===== config.mk =====
export PLATFORM = sky130hd
export DESIGN_NAME = oes_scope_ram
export DESIGN_NICKNAME = d
export VERILOG_FILES = /design/src/hdl/oes_scope_ram.sv
export SDC_FILE = /design/constraint.sdc
export NUM_CORES = 1
export LEC_CHECK = 0
export ABC_AREA = 1
export BUFFER_PORTS_ARGS = -buffer_cell sky130_fd_sc_hd__buf_4
export CORE_ASPECT_RATIO = 0.5
export CORE_MARGIN = 2
export CORE_UTILIZATION = 30
export CTS_BUF_LIST = sky130_fd_sc_hd__clkbuf_8
export DETAILED_ROUTE_END_ITERATION = 7
export HOLD_SLACK_MARGIN = 0.05
export SLEW_MARGIN = 20
export SYNTH_ARGS = -nofsm -noshare
export SYNTH_HDL_FRONTEND = slang
export SYNTH_SLANG_ARGS = --single-unit

===== constraint.sdc =====
create_clock -name clk_i -period 6.1 [get_ports clk_i]
set_clock_uncertainty 0.15 [all_clocks]
set_input_delay 0.915 -clock clk_i [delete_from_list [all_inputs] [get_ports clk_i]]
set_output_delay 0.915 -clock clk_i [all_outputs]
set_load 0.02 [all_outputs]

===== src/hdl/oes_scope_ram.sv =====
`timescale 1ns / 1ps
// ----------------------------------------------------------------------------
// oes_scope_ram: simple dual-port scope store
// One write port and one read port with registered read data.
// ----------------------------------------------------------------------------
module oes_scope_ram #(
  parameter int unsigned Width = 8,
  parameter int unsigned Depth = 64
) (
  input  logic                     clk_i,
  input  logic                     we_i,
  input  logic [$clog2(Depth)-1:0] waddr_i,
  input  logic [Width-1:0]         wdata_i,
  input  logic [$clog2(Depth)-1:0] raddr_i,
  output logic [Width-1:0]         rdata_o
);

  logic [Width-1:0] mem [Depth];

  always_ff @(posedge clk_i) begin
    if (we_i) begin
      mem[waddr_i] <= wdata_i;
    end
  end

  always_ff @(posedge clk_i) begin
    rdata_o <= mem[raddr_i];
  end

endmodule


* Word level (Yosys, flattened, before mapping)
Memories as Yosys holds them, arrays and structs flattened. A register that Yosys moved wholly into a read port is not among the register bits.
Index checks and enable logic that the tools add are counted.
** Word-level totals
- Register bits after elaboration :: 0
- Memory bits (read-only) :: 0
- Memories kept :: 1
- Bits in latches :: 0
- Logic and storage cells :: 3
- RAM bits :: 512
- Bits of input ports :: 22
- Output and inout port bits :: 8
** Cells by class
- $lt $le $gt $ge :: 0
- $mul :: 0
- Equality and inequality tests :: 0
- Reduce and logical (&&, ||, !) cells :: 0
- Shifts and indexed selects :: 0
- Multiplexer cells :: 2
- Bitwise gates (word level) :: 0
- Div/mod/pow operators :: 0
- $add $sub $neg :: 0
** Memory list
- mem :: words 64, bits a word 8, rd ports 1, clocked after memory_dff 1, write ports 1, RTL line 18 : logic [Width-1:0] mem [Depth];
** Operators with widths (number)
- 1-bit 2-to-1 mux :: 2

* Longest topological paths before layout
Gate-level depths: netlist (run 1).
- Depth in word-level cells :: 2
- Mapped depth :: 12
- Gate-level depth less buffers :: 9

* Worst setup path before layout (run 1)
No wires, ideal clock.
- Path type :: input -> register
- From :: in we_i
- To :: mem mem[48][0], enable pin
- Slack :: 3269 ps
- Data arrival time :: 2286 ps
- Data required time :: 5555 ps
- Library setup time :: 395 ps
- Path buffers :: 1
- Cell stages on the path :: 3
- Path through :: clkbuf_1 -> nand4_1 -> nor4_1
** On the way
- Cells in the longest elaborated chain, start to end :: 2
** Ends and longest elaborated chain
- start, declared :: RTL line 11 : input logic we_i,
- 1-bit 2-to-1 mux :: RTL line 21 : if (we_i) begin
- 1-bit 2-to-1 mux (not written as such) :: RTL line 22 : mem[waddr_i] <= wdata_i;
- end, declared :: RTL line 18
No other way between the ends.

==> results of run 1 <==
registers in the layout, summed over array words and instances (netlist names):
name,flops
mem,512
rdata_o,8
area by class of cell:
type | instances | area [µm²] | share of cell area (%)
flip-flops and latches | 520 | 15500 | 66.0
well taps | 958 | 1200 | 5.09
clock inverters | 57 | 223 | 0.946
repair buffers | 43 | 342 | 1.45
clock buffers | 89 | 1220 | 5.21
multi-input cells | 1160 | 4950 | 21.0
inverters | 12 | 60.1 | 0.255
diodes | 1 | 2.50 | 0.0106
cell usage in the layout (no fill, tap or decap):
master and count:
clkinv_2 4, clkbuf_8 90, clkinv_1 14, inv_2 2, dfxtp_1 8, nand2_1 648, clkinvlp_4 1, nor2_1 56
inv_1 46, buf_4 41, nor4_1 8, edfxtp_1 512, nand3_1 439, inv_8 2, nand4_1 9, diode_2 1
buf_12 1
Yosys cell counts:
library cell / number / area share [%]
nor4_1: 8 / 0.23
buf_8: 2 / 0.14
dfxtp_1: 8 / 0.75
inv_6: 1 / 0.041
inv_2: 1 / 0.018
nand4_1: 9 / 0.26
buf_2: 37 / 0.87
edfxtp_1: 512 / 72
nand2_1: 648 / 11
nor2_1: 56 / 0.99
clkbuf_1: 15 / 0.26
nand3_1: 439 / 10
buf_1: 10 / 0.18
buf_6: 35 / 1.8
buf_4: 14 / 0.49
inv_1: 10 / 0.18
cells by family after synthesis:
group | synth area share, %
buf+inv | 4.02
flops | 72.8
simple gates | 23.2
per-stage QoR:
step           total power (µW)  cells  cell area, µm²
6_report                   7070   2840           23500
5_1_grt                    7310   2839           23500
4_1_cts                    7120   2839           23500
3_5_place_dp               4500   2693           22100
3_3_place_gp               4500   2693           22100
2_1_floorplan              4320   1805           21300
power by group:
part           leakage, µW  switching [µW]  internal, µW
clock network     0.000880            1310          1330
registers          0.00467            10.6          3960
logic              0.00280             348           108
total              0.00835            1670          5400
per-layer routing:
layer / GRT usage (%) / part of all wire (%)
met5: 0 / 0
met3: 2.92 / 7.1
met4: 4.80 / 2.5
met2: 23.4 / 47
met1: 18.9 / 43
how the worst max path moves through the flow:
stage                  to  slack, ps  cells after the start
6_report       rdata_o[1]       2960                     11
5_1_grt        rdata_o[0]       2780                     11
4_1_cts        rdata_o[1]       2850                     11
3_5_place_dp   rdata_o[1]       2190                     11
3_3_place_gp   rdata_o[1]       2210                     11
2_1_floorplan  mem[48][0]       3270                      3
critical path, delay by kind of cell:
family                 cells  cell delay, ps
buffers and inverters      3            1690
and+or+nand+nor            8             790
==> metrics.md, run 1 <==
| Metric | Value |
|---|---|
| Area Growth Syn to Fin | 10.3% |
| Crit-path slowest cell | inv_8 |
| Worst Setup Start Kind | primary input |
| Vias per cell | around 4.7 |
| Register area share after synthesis | 72.8% |
| Actual slew at the worst max-slew pin | between 900 and 1000 ps |
| Syn Std Cell Area | 21300 µm² |
| Die area | 73400 µm² |
| CTS tree | built |
| Reg2reg path depth | 8 |
| Row count | 69 |
| Die Span Y | 193 µm |
| Setup TNS | 0 ps |
| Synthesized Nets | roughly 1800 |
| Number of global-route vias before repair | about 13000 |
| R2R setup slack | about 4500 ps |
| Pre-Repair DR Iteration Count | 5 |
| Worst-path clk slew | 60 ps |
| Post-place setup slack | 2190 ps |
| Crit path from | raddr_i[0] |
| Initial antenna violation count | 1 |
| WHS Path Cells | 3 |
| Req. time, crit path | between 6000 and 7000 ps |
| Largest net degree at the start of global routing | 146 |
| Layout cells sized above 1 | 7.50% |
| Hold endpoint | rdata_o[0] |
| Minimum clock period | 3140 ps |
| Cell variety after synth | 16 |
| Drt total wl | 52.9 mm |
| Worst flop-to-flop path startpoint | mem[3][5] |
| Initial Utilization | 30.2% |
| Postcts setup bufs | 0 |
| Inserted Clock Buffers | 83 |
| Clock sinks | 520 |
| Worst setup margin | 2960 ps |
| H-tree depth | 3 |
| Maxcap violations | 0 |
| Final Core Density | about a third |
| Routed vias | 13400 |
| Gate Count Post-Synth | 1805 |
| Setup violations, final | 0 |
| Critical path peak fanout | 145 |
| DRT iter0 DRCs | 1312 |
| CTS Hold Buffers Added | 0 |
| Core box area | about 71000 µm² |
| Critical-path cell list | clkbuf_8 -> inv_8 -> buf_4 -> nand2_1 -> nand3_1 -> nand3_1 -> nand2_1 -> nand2_1 -> nand3_1 -> nand3_1 -> nand2_1 |
| Pleak | 0.00835 µW |
| Gr usage total | between 10 and 15% |
| RR Endpoint | rdata_o[5] |
| Worst VDD drop | 0.126 mV |
| First-pass GRT wire length | 79.2 mm |
| Period utilization | 51.5% |
| # fillers | about 7000 |
| RSZ-0062 raised after global routing | false |
| Crit. End Element | flip-flop |
| Die W | 381 µm |
| DRT antenna net count | 0 |
| CTS Root Cell | clkbuf_8 |
| DP HPWL | roughly 28 mm |
| Post-DR wirelength/cell | 18.6 µm |
| Status | completed |
| Fmax | 318 MHz |
| Hold Path Origin | raddr_i[5] |
| Arr. time, crit path | between 3000 and 4000 ps |
| Post_cts resized | 0 |
| Fin Hold WS | 487 ps |
| Gpl congestion | 0.803 |
| I/O Buffers | 29 |
| Fin. max-slew vios | 0 |
| Congestion Overflow GR | 0 |
| NumNets Final | 1842 |
| Syn Area/Cell | 11.8 µm² |
| I/O pins | 30 |
| Final Hold Fails | 0 |
| Yosys reg bits | 520 |
| Clock Latency Late Sink | 630 ps |
| Yosys warning count | 0 |
| Max-slew headroom | 36.4% |
| # DRC | 0 |
| Crit-path max cell delay | 750 ps |
| Hold Crit Class | primary input to flip-flop |
| Setup CP Type | primary input to flip-flop |
| Clk buf depth | 3 |
| Power density cells | 300 nW/µm² |
Power figures use the tool's default switching activity.
==> run 2, diff against run 1 <==
==> constraint.sdc (replaced) <==
create_clock -name clk_i -period 3.29 [get_ports clk_i]
set_clock_uncertainty 0.15 [all_clocks]
set_input_delay 0.4935 -clock clk_i [delete_from_list [all_inputs] [get_ports clk_i]]
set_output_delay 0.4935 -clock clk_i [all_outputs]
set_load 0.02 [all_outputs]
==> metrics.md, run 2 (same netlist as run 1, synthesis figures left out) <==
| Metric | Value |
|---|---|
| Hold Crit Class | primary input to flip-flop |
| NumNets Final | roughly 1900 |
| Req. time, crit path | about 3400 ps |
| DP HPWL | around 30 mm |
| Placed insts | 2749 |
| Critical path peak fanout | 9 |
| Minimum clock period | approximately 2100 ps |
| Delay-heaviest family, CP | simple AND/OR/NAND/NOR gates |
| Most frequent cells in the layout | nand2_1 (648), edfxtp_1 (512), nand3_1 (439) |
| Largest registers | mem: 512 flops, rdata_o: 8 flops |
| Die W | 381 µm |
| Maxcap violations | 0 |
| # DRC | 0 |
| Core box area | 70700 µm² |
| Fmax | 474 MHz |
| Die area | roughly 73000 µm² |
| Power density cells | 551 nW/µm² |
| P_sw | around 3100 µW |
| Final instance area | 24100 µm² |
| Layout cells sized above 1 | 10.4% |
| Number of global-route vias before repair | 13200 |
| Pre-Repair DR Iteration Count | 5 |
| Gate power share | 6.6% |
| Layout Cells excl Fill | 2893 |
| Share of power burned in registers | a little under three fifths |
| CTS Root Cell | clkbuf_8 |
| Congestion Overflow GR | 0 |
| H-tree depth | 3 |
| Critical-path cell list | buf_4 -> inv_1 -> nand4_1 -> nor2_1 |
| Arr. time, crit path | 2230 ps |
| Initial Utilization | 30.2% |
| Crit-path max cell delay | around 780 ps |
| Crit-path slowest cell | nor2_1 |
| CTS tree | built |
| Setup violations, final | 0 |
| Clk pwr share | 38.1% |
| Pint | between 10000 and 15000 µW |
| Net Sw Frac | 23.4% |
| Worst VDD drop | 0.255 mV |
| Critical Path Stages | 4 |
| # fillers | 6998 |
| Setup CP Type | primary input to flip-flop |
| Setup TNS | 0 ps |
| Drt total wl | 53.9 mm |
| I/O Buffers | 29 |
| DRT iter0 DRCs | 1356 |
| Die Span Y | 193 µm |
| Pleak | between 0.008 and 0.009 µW |
| RSZ-0062 raised after global routing | false |
| Fin. max-slew vios | 0 |
| Crit. End Element | flip-flop |
| DRT antenna net count | 0 |
| Initial antenna violation count | 0 |
| Vias per cell | 4.79 |
| Largest Register | mem |
| Clock Latency Late Sink | 640 ps |
| Commonest non-fill, non-tap cell in the layout | nand2_1 |
| Reg area | 15500 µm² |
| Antenna fix cells | 0 |
| WP buf/inv | 2 |
| Area Growth Syn to Fin | 13.0% |
| Routed vias | about 14000 |
| Gpl congestion | 0.827 |
| Post-DR wirelength/cell | 18.6 µm |
| Period utilization | 64.2% |
| Row count | just under 70 |
| Actual slew at the worst max-slew pin | 1080 ps |
| I/O pins | 30 |
| Max-slew headroom | 27.8% |
| Gr usage total | 14.6% |
| Worst-path clk slew | 60 ps |
| Worst Setup Start Kind | primary input |
| Final Hold Fails | 0 |
| Area of the multi-input gates | just under 5000 µm² |
| Max reg flops | 512 |
| WHS Path Cells | 4 |
| Reg2reg path depth | 8 |
| Area after DPL | 22600 µm² |
| Clk buf depth | 3 |
| Status | completed |
| Clock sinks | 520 |
| Postcts setup bufs | 0 |
| First-pass GRT wire length | 81.8 mm |
| Inserted Clock Buffers | a little over 80 |
| Largest net degree at the start of global routing | slightly below 100 |
-- run 2: changes by cell type in the layout (fill, tap and decap cells not counted), moves of 2 or more --
cell / before / now
clkbuf_8: 90 / 93
buf_12: 1 / 10
buf_4: 41 / 88
inv_8: 2 / 0
inv_1: 46 / 35
clkinv_1: 14 / 17
-- run 2: layout make-up --
| cell class | count | area share [%] |
|---|---|---|
| inverter | 12 | 0.218 |
| clock buffer | 92 | 5.25 |
| multi-input combinational | 1160 | 20.5 |
| timing repair buffer | 100 | 3.67 |
| clock inverter | 51 | 0.960 |
| tap | 958 | 4.97 |
| sequential | 520 | 64.4 |
-- run 2: stage by stage --
step	util (%)	setup WS (ps)	power (µW)	hold slack, ps
2_1_floorplan	-	880	8020	442
3_3_place_gp	32.0	692	8370	643
3_5_place_dp	32.0	586	8380	657
4_1_cts	34.1	1290	13400	133
5_1_grt	34.1	1110	13800	179
6_report	34.1	1180	13300	168
-- run 2: worst reg2reg max path, stage by stage (launching register included) --
cell and delay [ps]:
edfxtp_1 350, nand2_1 70, nand3_1 70, nand3_1 130, nand2_1 110, nand2_1 70, nand3_1 180, nand3_1 190
nand2_1 130
-- run 2: metal layers --
metal / vias to the layer above / track usage (%) / routed length, µm
met5: - / 0 / 0
met1: 6788 / 20.0 / 23600
met4: 0 / 4.86 / 1390
met2: 467 / 23.6 / 25500
met3: 101 / 2.51 / 3340
li1: 6492 / - / -
-- run 2: worst paths after layout --
kind	startpoint	endpoint	slack, ps
setup / recovery	waddr_i[0]	mem[60][1]	1180
hold / removal	raddr_i[4]	rdata_o[7]	170
setup reg to reg	mem[50][6]	rdata_o[6]	1700
hold reg to reg	mem[27][7]	rdata_o[7]	660
-- run 2: what timing repair did --
action,CTS,global route
hold buffers,1,0
gates resized for setup,0,0
hold endpoints to repair,2,0
-- run 2: power groups by stage --
stage / Sequential (µW) / Clock [µW] / Combinational (µW)
after global routing: 7360 / 5460 / 963
after global placement: 7500 / 0 / 874
final: 7360 / 5060 / 878
after detailed placement: 7500 / 0 / 880
after CTS: 7360 / 5170 / 884
after floorplan: 7500 / 0 / 515
